<file path="src/rtl/atq_pkg.sv">
`timescale 1ns / 1ps

package atq_pkg;

  // Default geometry of the queue.
  localparam int unsigned QueueDepthDef = 32;
  localparam int unsigned HandleBitsDef = 16;
  localparam int unsigned WorkerBitsDef = 8;

  // Request codes on req_type_i.
  typedef enum logic {
    REQ_ADD   = 1'b0,
    REQ_FETCH = 1'b1
  } atq_req_e;

  // Sequencer states: a fetch removes its entry in a separate remove state.
  typedef enum logic {
    ST_IDLE   = 1'b0,
    ST_REMOVE = 1'b1
  } atq_state_e;

  // Command broadcast from the sequencer to every cell.
  typedef struct packed {
    logic add;      // append the incoming entry at the tail cell
    logic capture;  // register each cell's affinity match
    logic remove;   // drop the first matching entry and close the gap
  } atq_cmd_t;

endpackage

</file>
<file path="src/rtl/affinity_task_queue_top.sv">
`timescale 1ns / 1ps
// Channel   Direction  Handshake             Ports
// request   in         start / busy          req_type_i task_handle_i affinity_any_i
//                                            affinity_worker_i requester_i
// result    out        done_o (one cycle)    granted_o out_handle_o wake_others_o
//                                            add_rejected_o entries_o
//
// An add beat's result appears on the following cycle and a new beat may be
// taken at once.
// A fetch beat first registers every cell's affinity compare, then removes
// the oldest match and shifts the younger cells down by one; busy is high
// during that remove step.
// rst_ni clears the fill count and the sequencer; entry storage is not reset.
// The receiver cannot stall: each result is shown for exactly one cycle.

module affinity_task_queue_top #(
  parameter int unsigned QUEUE_DEPTH = atq_pkg::QueueDepthDef,
  parameter int unsigned HANDLE_BITS = atq_pkg::HandleBitsDef,
  parameter int unsigned WORKER_BITS = atq_pkg::WorkerBitsDef,
  localparam int unsigned CNT_W      = $clog2(QUEUE_DEPTH + 1)
) (
  input  logic                   clk_i,
  input  logic                   rst_ni,
  input  logic                   start,
  output logic                   busy,
  input  logic                   req_type_i,
  input  logic [HANDLE_BITS-1:0] task_handle_i,
  input  logic                   affinity_any_i,
  input  logic [WORKER_BITS-1:0] affinity_worker_i,
  input  logic [WORKER_BITS-1:0] requester_i,
  output logic                   done_o,
  output logic                   granted_o,
  output logic [HANDLE_BITS-1:0] out_handle_o,
  output logic                   wake_others_o,
  output logic                   add_rejected_o,
  output logic [CNT_W-1:0]       entries_o
);
  import atq_pkg::*;

  atq_state_e             state_q, state_d;
  atq_cmd_t               cmd;
  logic [CNT_W-1:0]       count_q, count_d;
  logic                   accept;
  logic                   is_fetch;
  logic                   full;

  logic                   done_q, done_d;
  logic                   granted_q, granted_d;
  logic [HANDLE_BITS-1:0] handle_q, handle_d;
  logic                   wake_q, wake_d;
  logic                   rejected_q, rejected_d;

  logic [QUEUE_DEPTH-1:0]                  tail;
  logic [QUEUE_DEPTH-1:0]                  valid;
  logic [QUEUE_DEPTH:0]                    prior;
  logic [QUEUE_DEPTH-1:0][HANDLE_BITS-1:0] cell_handle;
  logic [QUEUE_DEPTH-1:0]                  cell_any;
  logic [QUEUE_DEPTH-1:0][WORKER_BITS-1:0] cell_worker;
  logic [QUEUE_DEPTH-1:0][HANDLE_BITS-1:0] pick_handle;
  logic [HANDLE_BITS-1:0]                  picked;

  assign busy     = (state_q == ST_REMOVE);
  assign accept   = start & ~busy;
  assign is_fetch = (req_type_i == REQ_FETCH);
  assign full     = (count_q == CNT_W'(QUEUE_DEPTH));

  assign prior[0] = 1'b0;

  // Row of cells, oldest entry in cell 0.
  for (genvar i = 0; i < QUEUE_DEPTH; i++) begin : g_cell
    logic [HANDLE_BITS-1:0] nxt_handle;
    logic                   nxt_any;
    logic [WORKER_BITS-1:0] nxt_worker;

    assign tail[i]  = (count_q == CNT_W'(i));
    assign valid[i] = (CNT_W'(i) < count_q);

    if (i == QUEUE_DEPTH - 1) begin : g_last
      assign nxt_handle = '0;
      assign nxt_any    = 1'b0;
      assign nxt_worker = '0;
    end else begin : g_mid
      assign nxt_handle = cell_handle[i+1];
      assign nxt_any    = cell_any[i+1];
      assign nxt_worker = cell_worker[i+1];
    end

    atq_cell #(
      .HANDLE_BITS(HANDLE_BITS),
      .WORKER_BITS(WORKER_BITS)
    ) u_cell (
      .clk_i        (clk_i),
      .rst_ni       (rst_ni),
      .cmd_i        (cmd),
      .tail_i       (tail[i]),
      .valid_i      (valid[i]),
      .requester_i  (requester_i),
      .add_handle_i (task_handle_i),
      .add_any_i    (affinity_any_i),
      .add_worker_i (affinity_worker_i),
      .next_handle_i(nxt_handle),
      .next_any_i   (nxt_any),
      .next_worker_i(nxt_worker),
      .prior_i      (prior[i]),
      .prior_o      (prior[i+1]),
      .handle_o     (cell_handle[i]),
      .any_o        (cell_any[i]),
      .worker_o     (cell_worker[i]),
      .pick_handle_o(pick_handle[i])
    );
  end

  // At most one cell is hit, so an OR gathers its handle.
  always_comb begin
    picked = '0;
    for (int unsigned k = 0; k < QUEUE_DEPTH; k++) begin
      picked = picked | pick_handle[k];
    end
  end

  // Sequencer: next state, cell commands and result values.
  always_comb begin
    state_d     = state_q;
    count_d     = count_q;
    cmd         = '0;
    done_d      = 1'b0;
    granted_d   = granted_q;
    handle_d    = handle_q;
    wake_d      = wake_q;
    rejected_d  = rejected_q;
    case (state_q)
      ST_IDLE: begin
        if (accept) begin
          if (is_fetch) begin
            cmd.capture = 1'b1;
            state_d     = ST_REMOVE;
          end else begin
            cmd.add    = ~full;
            done_d     = 1'b1;
            granted_d  = 1'b0;
            handle_d   = '0;
            wake_d     = 1'b0;
            rejected_d = full;
            if (!full) begin
              count_d = count_q + CNT_W'(1);
            end
          end
        end
      end
      ST_REMOVE: begin
        cmd.remove = 1'b1;
        done_d     = 1'b1;
        granted_d  = prior[QUEUE_DEPTH];
        handle_d   = picked;
        rejected_d = 1'b0;
        if (prior[QUEUE_DEPTH]) begin
          count_d = count_q - CNT_W'(1);
        end
        wake_d  = (count_d != '0);
        state_d = ST_IDLE;
      end
      default: begin
        state_d = ST_IDLE;
      end
    endcase
  end

  // Control registers.
  always_ff @(posedge clk_i or negedge rst_ni) begin
    if (!rst_ni) begin
      state_q <= ST_IDLE;
      count_q <= '0;
      done_q  <= 1'b0;
    end else begin
      state_q <= state_d;
      count_q <= count_d;
      done_q  <= done_d;
    end
  end

  // Result registers.
  always_ff @(posedge clk_i) begin
    granted_q  <= granted_d;
    handle_q   <= handle_d;
    wake_q     <= wake_d;
    rejected_q <= rejected_d;
  end

  assign done_o         = done_q;
  assign granted_o      = granted_q;
  assign out_handle_o   = handle_q;
  assign wake_others_o  = wake_q;
  assign add_rejected_o = rejected_q;
  assign entries_o      = count_q;

  // A fetch beat always enters the remove step, which then ends with done_o raised.
  a_fetch_busy: assert property (@(posedge clk_i) disable iff (!rst_ni)
    (accept && is_fetch) |=> (busy && !done_o))
    else $error("fetch beat did not enter the remove step");

  a_busy_one: assert property (@(posedge clk_i) disable iff (!rst_ni)
    busy |=> (!busy && done_o))
    else $error("remove step did not finish in one cycle");

  // The fill count never exceeds the number of cells.
  a_count_range: assert property (@(posedge clk_i) disable iff (!rst_ni)
    count_q <= CNT_W'(QUEUE_DEPTH))
    else $error("fill count out of range");

  // A grant lowers the count by one and wake follows what remains.
  a_grant_count: assert property (@(posedge clk_i) disable iff (!rst_ni)
    busy |=> (granted_o ? (entries_o == $past(count_q) - CNT_W'(1))
                        : (entries_o == $past(count_q))))
    else $error("fill count does not follow the fetch outcome");

  a_wake: assert property (@(posedge clk_i) disable iff (!rst_ni)
    (done_o && granted_o) |-> (wake_others_o == (entries_o != '0)))
    else $error("wake flag disagrees with the remaining entries");

endmodule

</file>
<file path="src/rtl/atq_cell.sv">
`timescale 1ns / 1ps

module atq_cell #(
  parameter int unsigned HANDLE_BITS = atq_pkg::HandleBitsDef,
  parameter int unsigned WORKER_BITS = atq_pkg::WorkerBitsDef
) (
  input  logic                   clk_i,
  input  logic                   rst_ni,
  input  atq_pkg::atq_cmd_t      cmd_i,
  input  logic                   tail_i,
  input  logic                   valid_i,
  input  logic [WORKER_BITS-1:0] requester_i,
  input  logic [HANDLE_BITS-1:0] add_handle_i,
  input  logic                   add_any_i,
  input  logic [WORKER_BITS-1:0] add_worker_i,
  input  logic [HANDLE_BITS-1:0] next_handle_i,
  input  logic                   next_any_i,
  input  logic [WORKER_BITS-1:0] next_worker_i,
  input  logic                   prior_i,
  output logic                   prior_o,
  output logic [HANDLE_BITS-1:0] handle_o,
  output logic                   any_o,
  output logic [WORKER_BITS-1:0] worker_o,
  output logic [HANDLE_BITS-1:0] pick_handle_o
);
  import atq_pkg::*;

  logic [HANDLE_BITS-1:0] handle_q;
  logic                   any_q;
  logic [WORKER_BITS-1:0] worker_q;
  logic                   match_q;
  logic                   hit;

  // A cell is hit when it matches and no older cell matched.
  assign hit     = match_q & ~prior_i;
  assign prior_o = prior_i | match_q;

  assign handle_o      = handle_q;
  assign any_o         = any_q;
  assign worker_o      = worker_q;
  assign pick_handle_o = hit ? handle_q : '0;

  // Entry storage: load at the tail on add, take the younger neighbor on remove.
  always_ff @(posedge clk_i) begin
    if (cmd_i.add && tail_i) begin
      handle_q <= add_handle_i;
      any_q    <= add_any_i;
      worker_q <= add_worker_i;
    end else if (cmd_i.remove && prior_o) begin
      handle_q <= next_handle_i;
      any_q    <= next_any_i;
      worker_q <= next_worker_i;
    end
  end

  // Affinity compare, taken for every cell at once when a fetch beat arrives.
  always_ff @(posedge clk_i or negedge rst_ni) begin
    if (!rst_ni) begin
      match_q <= 1'b0;
    end else if (cmd_i.capture) begin
      match_q <= valid_i & (any_q | (worker_q == requester_i));
    end
  end

endmodule

</file>
<file path="config.mk">
export PLATFORM = sky130hd
export DESIGN_NAME = affinity_task_queue_top
export DESIGN_NICKNAME = d
export VERILOG_FILES = /design/src/rtl/atq_pkg.sv /design/src/rtl/affinity_task_queue_top.sv /design/src/rtl/atq_cell.sv
export SDC_FILE = /design/constraint.sdc
export NUM_CORES = 1
export LEC_CHECK = 0
export ABC_AREA = 1
export ABC_CLOCK_PERIOD_IN_PS = 14700
export BUFFER_PORTS_ARGS = -buffer_cell sky130_fd_sc_hd__clkbuf_2
export CELL_PAD_IN_SITES_DETAIL_PLACEMENT = 0
export CELL_PAD_IN_SITES_GLOBAL_PLACEMENT = 1
export CORE_MARGIN = 5
export CORE_UTILIZATION = 40
export DETAILED_ROUTE_END_ITERATION = 10
export PLACE_DENSITY = 0.62
export RECOVER_POWER = 50
export SKIP_CTS_REPAIR_TIMING = 1
export SLEW_MARGIN = 20
export SYNTH_ARGS = -nofsm -noshare
export SYNTH_HDL_FRONTEND = slang
export SYNTH_HIERARCHICAL = 1
export SYNTH_SLANG_ARGS = --single-unit
</file>
<file path="constraint.sdc">
create_clock -name clk_i -period 14.7 [get_ports clk_i]
set_input_delay 1.47 -clock clk_i [delete_from_list [all_inputs] [get_ports clk_i]]
set_output_delay 1.47 -clock clk_i [all_outputs]
set_load 0.01 [all_outputs]
</file>
==> metrics.md <==
| Metric | Value |
|---|---|
| CP Capture Type | flip-flop |
| Fraction of layout cells with a size suffix above 1 | 9.941% |
| Core Region | 0.1257 mm^2 |
| Hold Crit Class | flip-flop to flip-flop |
| Crit share post-route | 80.01% |
| Crit start category | flip-flop |
| CTS tree | done |
| IO Port Bufs | 63 |
| Area fraction in compound gates after synthesis | 0.2519% |
| Drt initial violations | 1953 |
| Reg2Reg Setup Slack | 2.94 ns |
| Switching portion of total power | 27.75% |
| Clock power frac | 39.0% |
| Sequential fraction of the synthesis area | 50.51% |
| Largest fanout on the critical path | 7 |
| Skew final | 0.02584 ns |
| Hold Path Origin | g_cell[6].u_cell/match_q |
| Mux contribution to synthesized area | 22.28% |
| Worst hold endpoint | g_cell[6].u_cell/match_q |
| RSZ-0062 raised after global routing | false |
| Slowest CP cell | or2_2 |
| Vias/cell | 4.636 |
| Ports | 64 |
| Htree depth | 3 |
| Int Pwr | 0.004621 W |
| Fin. max-slew vios | 330 |
| Max-cap viol count | 11 |
| Post-DR wirelength/cell | 18.80 um |
| Cell Count, Final, Fillers Out | 6721 |
| Post-Synth Simple-Gate Area | 15.82% |
| Routability cong. | 0.8096 |
| Full die area | 0.1339 mm^2 |
| Area of the mapped netlist | 0.05067 mm^2 |
| Initial Utilization | 40.30% |
| Crit path kind | flip-flop to flip-flop |
| Yosys cell types | 30 |
| CP most frequent cell | or2_2 |
| Status | finished, violations left |
| Clock root buffer | clkbuf_16 |
| Fillers | 12436 |
| Clock sinks | 859 |
| Sequential Power Share | 47.5% |
| Antenna violations before repair | 4 |
| Setup TNS | 0 ns |
| P per Cell Area | 119.8 mW/mm^2 |
| First-pass GRT wire length | 192.6 mm |
| Final count of hold timing violations | 0 |
| Vias in the first global route | 31181 |
| Relative slew slack | -145.0% |
| # setup viols final | 0 |
| Clock buffer count from CTS | 102 |
| CP max stage delay | 0.43 ns |
| Worst-margin pin slew | 3.636 ns |
| Post-Syn Instances | 4858 |
| Max VDD drop | 0.08826 mV |
| Comb pwr share | 13.5% |
| Nets@finish | 5027 |
| Area Growth Syn to Fin | 5.341% |
| Detailed-route wire length | 126.4 mm |
| Drt pass-1 iters | 5 |
| Die X-Extent | 365.9 um |
| Worst hold slack | 0.5000 ns |
| Worst Path Arrival | 12.15 ns |
| Sw power | 0.001775 W |
| Reg-to-Reg End | wake_others_o |
| Pin count of the biggest net entering global routing | 66 |
| GRT Overall Usage | 18.36% |
| Adder-Cell Fraction of Synth Area | 0.1235% |
| Synth Warn # | 6 |
| Xor/xnor share of the synthesized area | 2.230% |
| Commonest non-fill, non-tap cells in the layout | nand2_1, inv_1, nor2_1 |
| Commonest non-fill, non-tap cell in the layout | nand2_1 |
| Placed cells | 6531 |
| Worst-case clock buffer depth | 3 |
| Largest family of logic cells by synthesized area | multiplexers |
| CTS clock-pin slew for the worst setup and hold paths | 0.06 ns |
| Number of placement rows | 130 |
| Worst hold path depth | 2 |
| Placed cell areas | 0.05254 mm^2 |
| Total power | 0.006396 W |
| Failing checks | max-capacitance violations, max-slew violations |
| Synth Register Bits | 859 |
| Fin area | 0.05338 mm^2 |
| Worst R2R Start | g_cell[0].u_cell/match_q |
| Die height | 365.9 um |
| Vias | 31159 |
| Fmax achieved | 85.02 MHz |
| DRC viols | 0 |
| Worst Reg2Reg Path Length in Cells | 40 |
| Tmin final | 11.76 ns |
| Avg Cell Area, Syn | 10.43 um^2 |
| Post-DRT Antenna Nets | 0 |
| HPWL after DPL | 90.03 mm |
| Leak | 23.90 nW |
| WP data required | 15.09 ns |
| Skew-Pair Late Insertion Delay | 0.69 ns |
| Remaining Overflow, GRT | 0 |
-- flip-flops by register name (all words and copies together) (netlist names) --
register and cells:
g_cell.u_cell/handle_o 512, g_cell.u_cell/worker_o 256, g_cell.u_cell/any_o 32, g_cell.u_cell/match_q 32
out_handle_o 16, entries_o 6, add_rejected_o 1, busy 1
done_o 1, granted_o 1, wake_others_o 1
-- power groups by stage --
stage,clock (W),combinational (W),sequential (W)
2_1_floorplan,0,0.000643,0.00303
3_3_place_gp,0,0.000951,0.00309
3_5_place_dp,0,0.000955,0.00309
4_1_cts,0.00258,0.000959,0.00304
5_1_grt,0.00267,0.000958,0.00306
6_report,0.00250,0.000863,0.00304
-- critical path: cells and delay by family (launching register included) --
family	cells	cell delay, ns
buffers and inverters	2	0.19
DFF	1	0.39
and+or+nand+nor	38	10.85
-- cells by family (layout without fill, tap and decap cells) --
kind of cell,after synthesis,after routing
XOR/XNOR,129,129
adder cells (fa/ha/maj),5,5
buffers and inverters,1038,1224
AO/OA/AOI/OAI,25,25
flip-flops,859,859
multiplexers,800,800
AND/OR/NAND/NOR,2001,2001
other,1,28
-- synth_stat cells, drive strengths merged --
master  instances  share of area, %
nand2         961               7.6
inv           932               6.9
nor2          930               6.9
edfxtp        819                49
mux2          800                22
xnor2         129               2.2
buf           104               1.9
dfrtp          40               2.0
nand4          35              0.43
or2            32              0.40
nor3           24              0.25
o21ai          22              0.22
nand3          18              0.18
ha              5              0.12
a21oi           2             0.020
clkbuf          2             0.015
conb            1            0.0074
nor4            1             0.012
o211ai          1             0.015
-- worst max-delay path by stage --
stage          slack (ns)                       to  cells past startpoint                startpoint
2_1_floorplan        3.46  g_cell[31].u_cell/any_o                     34  g_cell[0].u_cell/match_q
3_3_place_gp         3.07            wake_others_o                     40  g_cell[0].u_cell/match_q
3_5_place_dp         3.07            wake_others_o                     40  g_cell[0].u_cell/match_q
4_1_cts              3.03            wake_others_o                     40  g_cell[0].u_cell/match_q
5_1_grt              2.50            wake_others_o                     40  g_cell[0].u_cell/match_q
6_report             2.94            wake_others_o                     40  g_cell[0].u_cell/match_q
-- final cells by class --
| type | count | area (um^2) | share of cell area (%) |
|---|---|---|---|
| Antenna cell | 1 | 2.502 | 0.004688 |
| Timing Repair Buffer | 103 | 566.8 | 1.062 |
| Clock inverter | 51 | 466.7 | 0.8744 |
| Tap cell | 1650 | 2064 | 3.868 |
| Inverter | 932 | 3498 | 6.554 |
| Sequential cell | 859 | 25590 | 47.95 |
| Multi-Input combinational cell | 2987 | 18400 | 34.48 |
| Clock buffer | 138 | 2779 | 5.206 |
-- per-layer routing --
metal	track usage [%]	routed length, um
met5	0	0
met4	3.653	2328
met3	2.311	4266
met2	31.61	59520
met1	25.03	60250
-- per-stage QoR --
step                      utilization, %  setup slack (ns)
final                              42.45             2.938
after CTS                          44.37             3.029
after floorplan                        -             3.459
after global routing               42.45             2.501
after global placement             41.79             3.068
after detailed placement           41.79             3.073
(Power assumes the default switching activity.)
